<file path="config.mk">
export PLATFORM = sky130hd
export DESIGN_NAME = integer_to_ascii_digits_top
export DESIGN_NICKNAME = d
export VERILOG_FILES = /design/src/rtl/itad_pkg.sv /design/src/rtl/itad_div.sv /design/src/rtl/integer_to_ascii_digits_top.sv
export SDC_FILE = /design/constraint.sdc
export NUM_CORES = 1
export LEC_CHECK = 0
export ABC_AREA = 1
export BUFFER_PORTS_ARGS = -buffer_cell sky130_fd_sc_hd__buf_4
export CORE_ASPECT_RATIO = 1.4
export CORE_MARGIN = 2
export CORE_UTILIZATION = 33
export CTS_CLUSTER_SIZE = 25
export DETAILED_ROUTE_END_ITERATION = 12
export GPL_TIMING_DRIVEN = 0
export HOLD_SLACK_MARGIN = 0.12
export SLEW_MARGIN = 20
export SYNTH_ARGS = -nofsm -noshare
export SYNTH_HDL_FRONTEND = slang
export SYNTH_SLANG_ARGS = --single-unit
</file>
<file path="constraint.sdc">
create_clock -name clk_i -period 4.4 [get_ports clk_i]
set_input_delay 0.66 -clock clk_i [delete_from_list [all_inputs] [get_ports clk_i]]
set_output_delay 0.66 -clock clk_i [all_outputs]
set_load 0.01 [all_outputs]
</file>
<file path="src/rtl/itad_pkg.sv">
`default_nettype none

package itad_pkg;

  localparam int unsigned DIGIT_W = 6;
  localparam int unsigned CHAR_W  = 7;
  localparam int unsigned BASE_W  = 6;
  localparam int unsigned COUNT_W = 5;
  localparam int unsigned CFG_IDX_W  = 2;
  localparam int unsigned CFG_DATA_W = 6;

  localparam logic [CFG_IDX_W-1:0] REG_BASE  = 2'd0;
  localparam logic [CFG_IDX_W-1:0] REG_COUNT = 2'd1;

  localparam logic [BASE_W-1:0]  BASE_RESET  = 6'd10;
  localparam logic [COUNT_W-1:0] COUNT_RESET = 5'd5;
  localparam logic [BASE_W-1:0]  BASE_MIN    = 6'd2;
  localparam logic [BASE_W-1:0]  BASE_MAX    = 6'd36;

  localparam logic [CHAR_W-1:0]  ASCII_ZERO      = 7'd48;
  localparam logic [CHAR_W-1:0]  LETTER_GAP      = 7'd7;
  localparam logic [DIGIT_W-1:0] LARGEST_DECIMAL = 6'd9;

  typedef enum logic [1:0] {
    ST_IDLE,
    ST_DIV,
    ST_EMIT
  } state_e;

  function automatic logic [CHAR_W-1:0] digit_to_ascii(input logic [DIGIT_W-1:0] d);
    logic [CHAR_W-1:0] gap;
    gap = (d > LARGEST_DECIMAL) ? LETTER_GAP : '0;
    return ASCII_ZERO + {1'b0, d} + gap;
  endfunction

endpackage

`default_nettype wire

</file>
<file path="src/rtl/itad_div.sv">
`default_nettype none

// Restoring divider, one quotient bit per cycle.
module itad_div #(
  parameter int unsigned VALUE_BITS = 16
) (
  input  wire logic                          clk_i,
  input  wire logic                          rst_ni,
  input  wire logic                          start_i,
  input  wire logic [VALUE_BITS-1:0]         dividend_i,
  input  wire logic [itad_pkg::BASE_W-1:0]   divisor_i,
  output logic                               busy_o,
  output logic                               done_o,
  output logic [VALUE_BITS-1:0]              quot_o,
  output logic [itad_pkg::DIGIT_W-1:0]       rem_o
);
  import itad_pkg::*;

  localparam int unsigned CNT_W = $clog2(VALUE_BITS + 1);

  logic                  busy_q, busy_d;
  logic                  done_q, done_d;
  logic [CNT_W-1:0]      cnt_q, cnt_d;
  logic [VALUE_BITS-1:0] quo_q, quo_d;
  logic [DIGIT_W-1:0]    rem_q, rem_d;
  logic [BASE_W-1:0]     dvs_q, dvs_d;
  logic [DIGIT_W:0]      rem_sh;
  logic                  ge;

  assign rem_sh = {rem_q, quo_q[VALUE_BITS-1]};
  assign ge     = rem_sh >= {1'b0, dvs_q};

  always_comb begin
    busy_d = busy_q;
    done_d = 1'b0;
    cnt_d  = cnt_q;
    quo_d  = quo_q;
    rem_d  = rem_q;
    dvs_d  = dvs_q;
    if (start_i) begin
      busy_d = 1'b1;
      cnt_d  = CNT_W'(VALUE_BITS);
      quo_d  = dividend_i;
      rem_d  = '0;
      dvs_d  = divisor_i;
    end else if (busy_q) begin
      // remainder stays below the divisor, so it fits back in DIGIT_W bits
      rem_d = ge ? DIGIT_W'(rem_sh - {1'b0, dvs_q}) : rem_sh[DIGIT_W-1:0];
      quo_d = {quo_q[VALUE_BITS-2:0], ge};
      cnt_d = cnt_q - CNT_W'(1);
      if (cnt_q == CNT_W'(1)) begin
        busy_d = 1'b0;
        done_d = 1'b1;
      end
    end
  end

  always_ff @(posedge clk_i or negedge rst_ni) begin
    if (!rst_ni) begin
      busy_q <= 1'b0;
      done_q <= 1'b0;
      cnt_q  <= '0;
    end else begin
      busy_q <= busy_d;
      done_q <= done_d;
      cnt_q  <= cnt_d;
    end
  end

  always_ff @(posedge clk_i) begin
    quo_q <= quo_d;
    rem_q <= rem_d;
    dvs_q <= dvs_d;
  end

  assign busy_o = busy_q;
  assign done_o = done_q;
  assign quot_o = quo_q;
  assign rem_o  = rem_q;

endmodule

`default_nettype wire

</file>
<file path="src/rtl/integer_to_ascii_digits_top.sv">
`default_nettype none

// Each word's digits come from the one shared bit-serial divider, one digit per division.
// Chars go out one per cycle while the sink is ready; the next word is taken in the cycle
// after the last char is loaded into the output register.
// Reset: radix 10, width 5, idle, no output.
module integer_to_ascii_digits_top #(
  parameter int unsigned VALUE_BITS = 16,
  parameter int unsigned MAX_DIGITS = 16
) (
  input  wire logic                            clk_i,
  input  wire logic                            rst_ni,
  input  wire logic                            cfg_we_i,
  input  wire logic [itad_pkg::CFG_IDX_W-1:0]  cfg_idx_i,
  input  wire logic [itad_pkg::CFG_DATA_W-1:0] cfg_data_i,
  input  wire logic                            in_valid_i,
  output logic                                 in_ready_o,
  input  wire logic [VALUE_BITS-1:0]           number_in_i,
  output logic                                 out_valid_o,
  input  wire logic                            out_ready_i,
  output logic [itad_pkg::CHAR_W-1:0]          digit_char_o,
  output logic                                 last_digit_o
);
  import itad_pkg::*;

  localparam int unsigned IDX_W = (MAX_DIGITS > 1) ? $clog2(MAX_DIGITS) : 1;

  logic [BASE_W-1:0]  base_q;
  logic [COUNT_W-1:0] count_q;
  logic [BASE_W-1:0]  base_eff;
  logic [5:0]         count_eff;
  logic [IDX_W-1:0]   last_idx;

  state_e             state_q, state_d;
  logic [IDX_W-1:0]   k_q, k_d;
  logic [DIGIT_W-1:0] digits_q [MAX_DIGITS];

  logic                  div_start, div_busy, div_done;
  logic [VALUE_BITS-1:0] div_dividend, div_quot;
  logic [DIGIT_W-1:0]    div_rem;

  logic              in_acc, out_load, dig_we;
  logic              out_valid_q;
  logic [CHAR_W-1:0] char_q;
  logic              last_q;

  // config registers
  always_ff @(posedge clk_i or negedge rst_ni) begin
    if (!rst_ni) begin
      base_q  <= BASE_RESET;
      count_q <= COUNT_RESET;
    end else if (cfg_we_i) begin
      if (cfg_idx_i == REG_BASE) begin
        base_q <= cfg_data_i[BASE_W-1:0];
      end else if (cfg_idx_i == REG_COUNT) begin
        count_q <= cfg_data_i[COUNT_W-1:0];
      end
    end
  end

  always_comb begin
    priority if (base_q < BASE_MIN) begin
      base_eff = BASE_MIN;
    end else if (base_q > BASE_MAX) begin
      base_eff = BASE_MAX;
    end else begin
      base_eff = base_q;
    end
    priority if (count_q == '0) begin
      count_eff = 6'd1;
    end else if ({1'b0, count_q} > 6'(MAX_DIGITS)) begin
      count_eff = 6'(MAX_DIGITS);
    end else begin
      count_eff = {1'b0, count_q};
    end
  end

  assign last_idx = IDX_W'(count_eff - 6'd1);

  itad_div #(
    .VALUE_BITS(VALUE_BITS)
  ) u_div (
    .clk_i     (clk_i),
    .rst_ni    (rst_ni),
    .start_i   (div_start),
    .dividend_i(div_dividend),
    .divisor_i (base_eff),
    .busy_o    (div_busy),
    .done_o    (div_done),
    .quot_o    (div_quot),
    .rem_o     (div_rem)
  );

  assign in_ready_o = (state_q == ST_IDLE);
  assign in_acc     = in_valid_i && in_ready_o;

  // sequencer: k counts digits up while dividing, then back down while emitting
  always_comb begin
    state_d      = state_q;
    k_d          = k_q;
    div_start    = 1'b0;
    div_dividend = number_in_i;
    dig_we       = 1'b0;
    out_load     = 1'b0;
    unique case (state_q)
      ST_IDLE: begin
        if (in_acc) begin
          div_start = 1'b1;
          k_d       = '0;
          state_d   = ST_DIV;
        end
      end
      ST_DIV: begin
        div_dividend = div_quot;
        if (div_done) begin
          dig_we = 1'b1;
          if (k_q == last_idx) begin
            state_d = ST_EMIT;
          end else begin
            k_d       = k_q + IDX_W'(1);
            div_start = 1'b1;
          end
        end
      end
      ST_EMIT: begin
        if (!out_valid_q || out_ready_i) begin
          out_load = 1'b1;
          if (k_q == '0) begin
            state_d = ST_IDLE;
          end else begin
            k_d = k_q - IDX_W'(1);
          end
        end
      end
      default: begin
        state_d = ST_IDLE;
      end
    endcase
  end

  always_ff @(posedge clk_i or negedge rst_ni) begin
    if (!rst_ni) begin
      state_q <= ST_IDLE;
      k_q     <= '0;
    end else begin
      state_q <= state_d;
      k_q     <= k_d;
    end
  end

  always_ff @(posedge clk_i) begin
    if (dig_we) begin
      digits_q[k_q] <= div_rem;
    end
  end

  // output register, decouples the sink from the sequencer
  always_ff @(posedge clk_i or negedge rst_ni) begin
    if (!rst_ni) begin
      out_valid_q <= 1'b0;
    end else if (out_load) begin
      out_valid_q <= 1'b1;
    end else if (out_ready_i) begin
      out_valid_q <= 1'b0;
    end
  end

  always_ff @(posedge clk_i) begin
    if (out_load) begin
      char_q <= digit_to_ascii(digits_q[k_q]);
      last_q <= (k_q == '0);
    end
  end

  assign out_valid_o  = out_valid_q;
  assign digit_char_o = char_q;
  assign last_digit_o = last_q;

`ifndef ASSERT_OFF
  a_done_in_div: assert property (@(posedge clk_i) disable iff (!rst_ni)
    div_done |-> state_q == ST_DIV)
    else $error("divider finished outside the divide phase");

  a_idle_div_free: assert property (@(posedge clk_i) disable iff (!rst_ni)
    in_ready_o |-> !div_busy)
    else $error("word accepted while divider busy");

  a_char_range: assert property (@(posedge clk_i) disable iff (!rst_ni)
    out_valid_o |-> (digit_char_o >= 7'd48 && digit_char_o <= 7'd57) ||
                    (digit_char_o >= 7'd65 && digit_char_o <= 7'd90))
    else $error("char outside digit range");
`endif

endmodule

`default_nettype wire
</file>
==> results of run 1 <==
[power breakdown]
group          switching (uW)  total [uW]  internal [uW]
Sequential                260        2350           2090
Clock                     608        1450            844
Combinational            1370        2190            822
[cell families (layout without fill, tap and decap cells)]
logic type,after synthesis,after routing,synth area share [%]
DFF,157,157,61.3
and+or+nand+nor,427,427,24.6
xor gates and xnor gates,10,10,1.18
adders and majority gates,21,21,3.85
AOI/OAI and AO/OA,35,35,2.91
buffers and inverters,93,163,6.14
[cell usage in the layout (no fill, tap or decap), types with 5 or more instances in the layout]
master	synthesis	final
nand2_1	279	279
edfxtp_1	126	126
inv_1	66	66
nor2_1	61	61
buf_4	1	39
nand3_1	36	36
nand4_1	27	27
dfrtp_1	21	21
ha_1	18	18
clkbuf_16	0	17
o21ai_0	15	15
buf_2	9	9
a22oi_1	8	8
nand3_2	8	8
a21oi_1	6	6
dfxtp_1	6	6
buf_6	5	5
xor2_1	5	5
xnor2_1	5	5
[flip-flops by register name, indices dropped and copies added (netlist names), 4 cells and up]
register	flops
u_div.quot_o	16
u_div.dvs_q	6
count_q	5
u_div.cnt_q	5
digits_q	96
u_div.rem_o	6
base_q	6
k_q	4
digit_char_o	7
[worst max-delay path, cell delays in order (launching register included)]
cell and delay [ns]:
dfrtp_1 0.44, clkbuf_8 0.20, nand2_1 0.08, inv_1 0.05, buf_2 0.21, nand2_1 0.09
nand4_1 0.14, nand2_1 0.09, nand2_1 0.08, nor2_1 0.21, inv_1 0.09, nor2_1 0.10
nand2_1 0.14, ha_1 0.37, a21oi_1 0.16, inv_1 0.06, a31oi_1 0.19, inv_1 0.10
o21ai_0 0.12, nand2_1 0.08, nand2_1 0.06, nand2_1 0.04
[stage by stage]
step	total power [uW]	setup WS [ns]	cells
finish	5990	1.06	1110
global placement	4500	1.20	1078
detailed placement	4570	1.12	1078
global route	6420	0.765	1110
CTS	6030	1.09	1110
floorplan	3910	1.71	743
[how the worst max path moves through the flow]
stage	endpoint	slack, ns	cells after the start
floorplan	digit_char_o[5]	1.71	21
global placement	digit_char_o[5]	1.20	21
detailed placement	digit_char_o[5]	1.12	21
CTS	digit_char_o[5]	1.09	21
global route	digit_char_o[5]	0.77	21
finish	digit_char_o[5]	1.06	21
[layer usage]
layer	vias up	share of wire [%]	GRT usage, %
met5	-	0	0
met4	0	2.6	6.17
met3	28	3.2	2.90
met2	104	53	25.1
met1	2402	41	15.7
li1	2575	-	-
[cell type report]
class,count,area [um2],share of cell area (%)
Multi-Input combinational cell,493,2410,27.9
Timing Repair Buffer,38,285,3.30
Sequential cell,157,4530,52.4
Clock inverter,15,164,1.90
Buffer,23,191,2.21
Tap cell,297,372,4.30
Clock buffer,17,425,4.92
Inverter,70,263,3.04
==> metrics.md, run 1 <==
| Metric | Value |
|---|---|
| Max Freq | `roughly 300 MHz` |
| Min Hold Slack | `approximately 0.14 ns` |
| Grt total ovfl | `0` |
| Filler cells | `2168` |
| Total clock buffers created by CTS | `17` |
| Worst-Margin Slew | `roughly 0.84 ns` |
| Via/cell ratio | `4.60` |
| IO Count | `39` |
| Reg2reg setup slack | `between 1 and 1.5 ns` |
| Router iterations before antenna repair | `4` |
| Routed WL | `15900 um` |
| Top-area cell type share of the netlist area | `between 50% and 60%` |
| Crit Path Category | `flop to flop` |
| Final Wtd Congestion | `0.795` |
| Crit-path max FO | `10` |
| Drc violations | `0` |
| Count leader, synth | `nand2_1` |
| Initial drt markers | `approximately 350` |
| Post-synthesis sequential area ratio | `between 60% and 70%` |
| Skew final | `between 0.008 and 0.009 ns` |
| Final instance area | `between 8000 and 9000 um2` |
| Synth area leader | `edfxtp_1` |
| CTS sink cnt | `between 150 and 200` |
| Final-report hold violation count | `0` |
| Post-Syn Instances | `roughly 740` |
| Synth top cells by count | `nand2_1, edfxtp_1, inv_1, nor2_1, nand3_1` |
| Mapped Nets | `about 800` |
| CTS Root Cell | `clkbuf_16` |
| Post-CTS Resized | `0` |
| CTS tree | `yes` |
| Crit end category | `flop` |
| Syn Std Cell Area | `~7400 um2` |
| Vias in the first global route | `roughly 5000` |
| Total number of vias | `~5100` |
| Layout Utilization | `39.4%` |
| Yosys warns | `0` |
| Mean Syn Cell Area | `approximately 10 um2` |
| Critical R2R Capture | `digit_char_o[5]` |
| CTS Buffer Depth | `2` |
| Unrepaired setup endpoints after global routing | `false` |
| Status | `finished clean` |
| Worst-skew pair later-pin latency | `~0.42 ns` |
| Ant. Diodes | `0` |
| Core ar. | `about 22000 um2` |
| All-Layer GR Usage | `about 14%` |
| Die footprint | `roughly 24000 um2` |
| H-tree depth | `4` |
| Layout cells sized above 1 | `14.1%` |
| Die Width | `between 100 and 150 um` |
| Nets@finish | `850` |
| Peak VDD IR | `0.000290 V` |
| Worst endpoint data arrival time | `3.52 ns` |
| Pin count of the biggest net entering global routing | `26` |
| Wire per inst | `around 14 um` |
| Period Utilization, post-route | `76.0%` |
| Worst min path class | `input port to async pin` |
| Leakage | `approximately 0.0037 uW` |
| Yosys cell types | `42` |
| Synthesis-to-layout area growth | `16.8%` |
| DP HPWL | `approximately 11000 um` |
| Critical path launch point type | `flop` |
| Reg2reg path depth | `21` |
| I/O Buffers | `38` |
| Pwr per Cell Area | `roughly 700 nW/um2` |
| Post-CTS Setup Inserts | `0` |
| Clock-pin slew of the registers on the worst-case setup and hold paths | `~0.07 ns` |
| Initial Util | `between 30% and 40%` |
| Slew HR | `between 40% and 50%` |
| Hold buffers post-CTS | `0` |
| CP Launch Point | `k_q[1]` |
| Min cycle time layout | `3.34 ns` |
| Req. time, crit path | `around 4.6 ns` |
| Main synth FF type | `edfxtp_1` |
| Setup TNS | `0 ns` |
| First-pass GRT wire length | `25100 um` |
| Initial antenna violation count | `0` |
| Seq cells post-synth | `around 160` |
| Post-route ant nets | `0` |
| Max Cap Viol | `0` |
| Number of synthesized flops with an enable pin | `between 100 and 150` |
| Final setup fails | `0` |
| Die Height | `181 um` |
| Std cell rows | `between 60 and 70` |
| Fin. max-slew vios | `0` |
| Fraction of registers with async set/reset | `between 10% and 20%` |
| R2r startpoint | `k_q[1]` |
| Placed inst area | `approximately 8100 um2` |
| Area contributors post-synth | `edfxtp_1, nand2_1, dfrtp_1` |
Note: power is estimated with default switching activity, not from simulation.
==> run 2, diff against run 1 <==
==> constraint.sdc (replaced) <==
create_clock -name clk_i -period 2.75 [get_ports clk_i]
set_input_delay 0.4125 -clock clk_i [delete_from_list [all_inputs] [get_ports clk_i]]
set_output_delay 0.4125 -clock clk_i [all_outputs]
set_load 0.01 [all_outputs]
==> run 2 against run 1 <==
Compared with the run above:
- the run now ends with setup timing left
- cell count grew 1.5%
- sequential share of layout area fell by 2.6 points
- combinational power rose by 96%
- clock skew grew 0.0047 ns
- fmax grew 21%
- core utilization is 2.1 points higher
- critical path depth unchanged
- register-to-register slack got worse by 1.1 ns
- sequential power rose by 60%
- global-route usage increased by 0.30 points
==> metrics.md, run 2 (same netlist as run 1, synthesis figures left out) <==
| Metric | Value |
|---|---|
| Status | `finished, violations left` |
| Failing checks | `setup timing` |
| Die footprint | `about 24000 um2` |
| CTS sink cnt | `between 150 and 200` |
| Nets@finish | `slightly below 900` |
| DP HPWL | `~11000 um` |
| Final Wtd Congestion | `between 0.7 and 0.8` |
| Power Total | `10400 uW` |
| Critical R2R Capture | `digit_char_o[5]` |
| Crit Path Category | `flop to flop` |
| Leakage | `between 0.003 and 0.004 uW` |
| Unrepaired setup endpoints after global routing | `true` |
| Critical path launch point type | `flop` |
| Net Sw Frac | `37.7%` |
| Setup slack after layout | `-0.00931 ns` |
| Pin count of the biggest net entering global routing | `26` |
| Min cycle time layout | `2.76 ns` |
| Vias in the first global route | `~5000` |
| Final instance area | `roughly 9100 um2` |
| Crit end category | `flop` |
| Max Freq | `between 300 and 400 MHz` |
| Final-report hold violation count | `0` |
| Req. time, crit path | `between 2 and 3 ns` |
| CP Launch Point | `k_q[1]` |
| Commonest non-fill, non-tap cell in the layout | `nand2_1` |
| Via/cell ratio | `roughly 4.7` |
| Max FFs per register | `96` |
| Std cell rows | `64` |
| Net Sw Power | `a little under 4000 uW` |
| H-tree depth | `4` |
| Total clock buffers created by CTS | `17` |
| CTS Buffer Depth | `2` |
| All-Layer GR Usage | `14.3%` |
| Worst min path class | `input port to flop` |
| Min Hold Slack | `0.229 ns` |
| Total number of vias | `approximately 5200` |
| Reg2reg path depth | `21` |
| CTS tree | `yes` |
| Logic pwr share | `about two fifths` |
| R2r startpoint | `k_q[1]` |
| Fin. max-slew vios | `0` |
| I/O Buffers | `38` |
| Final cell count without fillers | `around 1100` |
| Initial drt markers | `between 300 and 400` |
| Reg2reg setup slack | `-0.009 ns` |
| Peak VDD IR | `0.000465 V` |
| Max Cap Viol | `0` |
| Drc violations | `0` |
| Grt total ovfl | `0` |
| Router iterations before antenna repair | `5` |
| CTS Root Cell | `clkbuf_16` |
| Initial Util | `roughly a third` |
| First-pass GRT wire length | `25700 um` |
| Final setup fails | `1` |
| Placed inst area | `between 8000 and 9000 um2` |
| Setup TNS | `-0.00931 ns` |
| Placed Instances | `around 1100` |
| Pwr per Cell Area | `~1100 nW/um2` |
| Wire per inst | `~15 um` |
| Worst-skew pair later-pin latency | `between 0.4 and 0.5 ns` |
| Slew HR | `~43%` |
| Period Utilization, post-route | `100%` |
| Worst endpoint data arrival time | `2.94 ns` |
| Clock network power share | `22.5%` |
| Most frequent cells in the layout | `nand2_1, edfxtp_1, inv_1, nor2_1, buf_4` |
| Die Width | `131 um` |
| Crit-path max FO | `5` |
| Top reg by flops | `digits_q` |
| Core ar. | `about 22000 um2` |
| Die Height | `about 180 um` |
| Layout cells sized above 1 | `approximately a fifth` |
| Int Power | `about 6500 uW` |
| IO Count | `39` |
| Initial antenna violation count | `0` |
| Clock-pin slew of the registers on the worst-case setup and hold paths | `0.07 ns` |
| Routed WL | `between 15000 and 20000 um` |
| CP endpoint | `digit_char_o[5]` |
| Post-route ant nets | `0` |
| Reg power frac | `between 30% and 40%` |
| Synthesis-to-layout area growth | `23.0%` |
| Ant. Diodes | `0` |
| Skew final | `between 0.01 and 0.015 ns` |
| Worst-Margin Slew | `about 0.85 ns` |
==> run 2: cell types whose count changed in the layout (fill, tap and decap cells not counted), sizes merged <==
cell,before,now
buf,55,67
clkbuf,23,26
dlygate4sd3,0,1
nand2,283,284
==> run 2: critical path: stages, from the launching register on <==
cell	delay, ns
dfrtp_2	0.44
clkbuf_16	0.18
nand2_8	0.06
inv_6	0.05
buf_8	0.13
nand2_1	0.06
nand4_1	0.10
nand2_1	0.10
nand2_2	0.08
nor2_4	0.15
nand2_1	0.08
nand2_2	0.08
nand2_4	0.09
ha_4	0.23
a21oi_2	0.12
inv_1	0.05
a31oi_1	0.17
inv_1	0.10
o21ai_2	0.08
nand2_1	0.06
nand2_1	0.06
nand2_1	0.04
==> run 2: power by group through the flow <==
stage	sequential (uW)	clock, uW	combinational [uW]
floorplan	3670	0	2590
CTS	3760	2360	3990
global placement	3790	0	3420
global route	3820	2450	4820
finish	3750	2330	4300
detailed placement	3810	0	3510
==> run 2: worst min path at each step <==
stage             startpoint          end  slack [ns]  cells after the start
4_1_cts        cfg_data_i[3]    base_q[3]        0.22                      3
3_3_place_gp          rst_ni  out_valid_o        0.34                      1
3_5_place_dp          rst_ni   state_q[1]        0.35                      1
6_report       cfg_data_i[3]    base_q[3]        0.23                      3
5_1_grt        cfg_data_i[3]    base_q[3]        0.24                      3
2_1_floorplan         rst_ni    base_q[0]        0.12                      0
==> run 2: per-stage QoR <==
step / utilization (%) / worst slack (ns)
floorplan: - / 0.0563
global placement: 36.7 / -0.449
detailed placement: 36.7 / -0.531
CTS: 40.6 / -0.0654
global route: 41.5 / -0.126
finish: 41.5 / -0.00931
==> run 2: cell type report <==
| type | count | area, um2 |
|---|---|---|
| plain buffers | 23 | 270 |
| clock buffers | 17 | 425 |
| clock inverters | 15 | 164 |
| fillers | 2114 | 12800 |
| inverters | 70 | 273 |
| multi-input cells | 494 | 2620 |
| flip-flops and latches | 157 | 4540 |
| well taps | 297 | 372 |
| repair buffers | 54 | 450 |
==> run 2: repair_timing <==
action / 4_1_cts / 5_1_grt
gates cloned: 2 / 3
resized for setup: 52 / 35
hold endpoints to repair: 21 / 0
setup endpoints to repair: 22 / 21
setup buffers: 9 / 2
hold buffers: 1 / 0
pin swaps: 13 / 15
==> run 2: metal layers <==
metal	track usage [%]	vias to the layer above	wire (um)
met5	0	-	0
met4	6.13	0	462
met3	2.90	30	526
met2	25.6	118	8880
met1	16.2	2483	6800
li1	-	2613	-
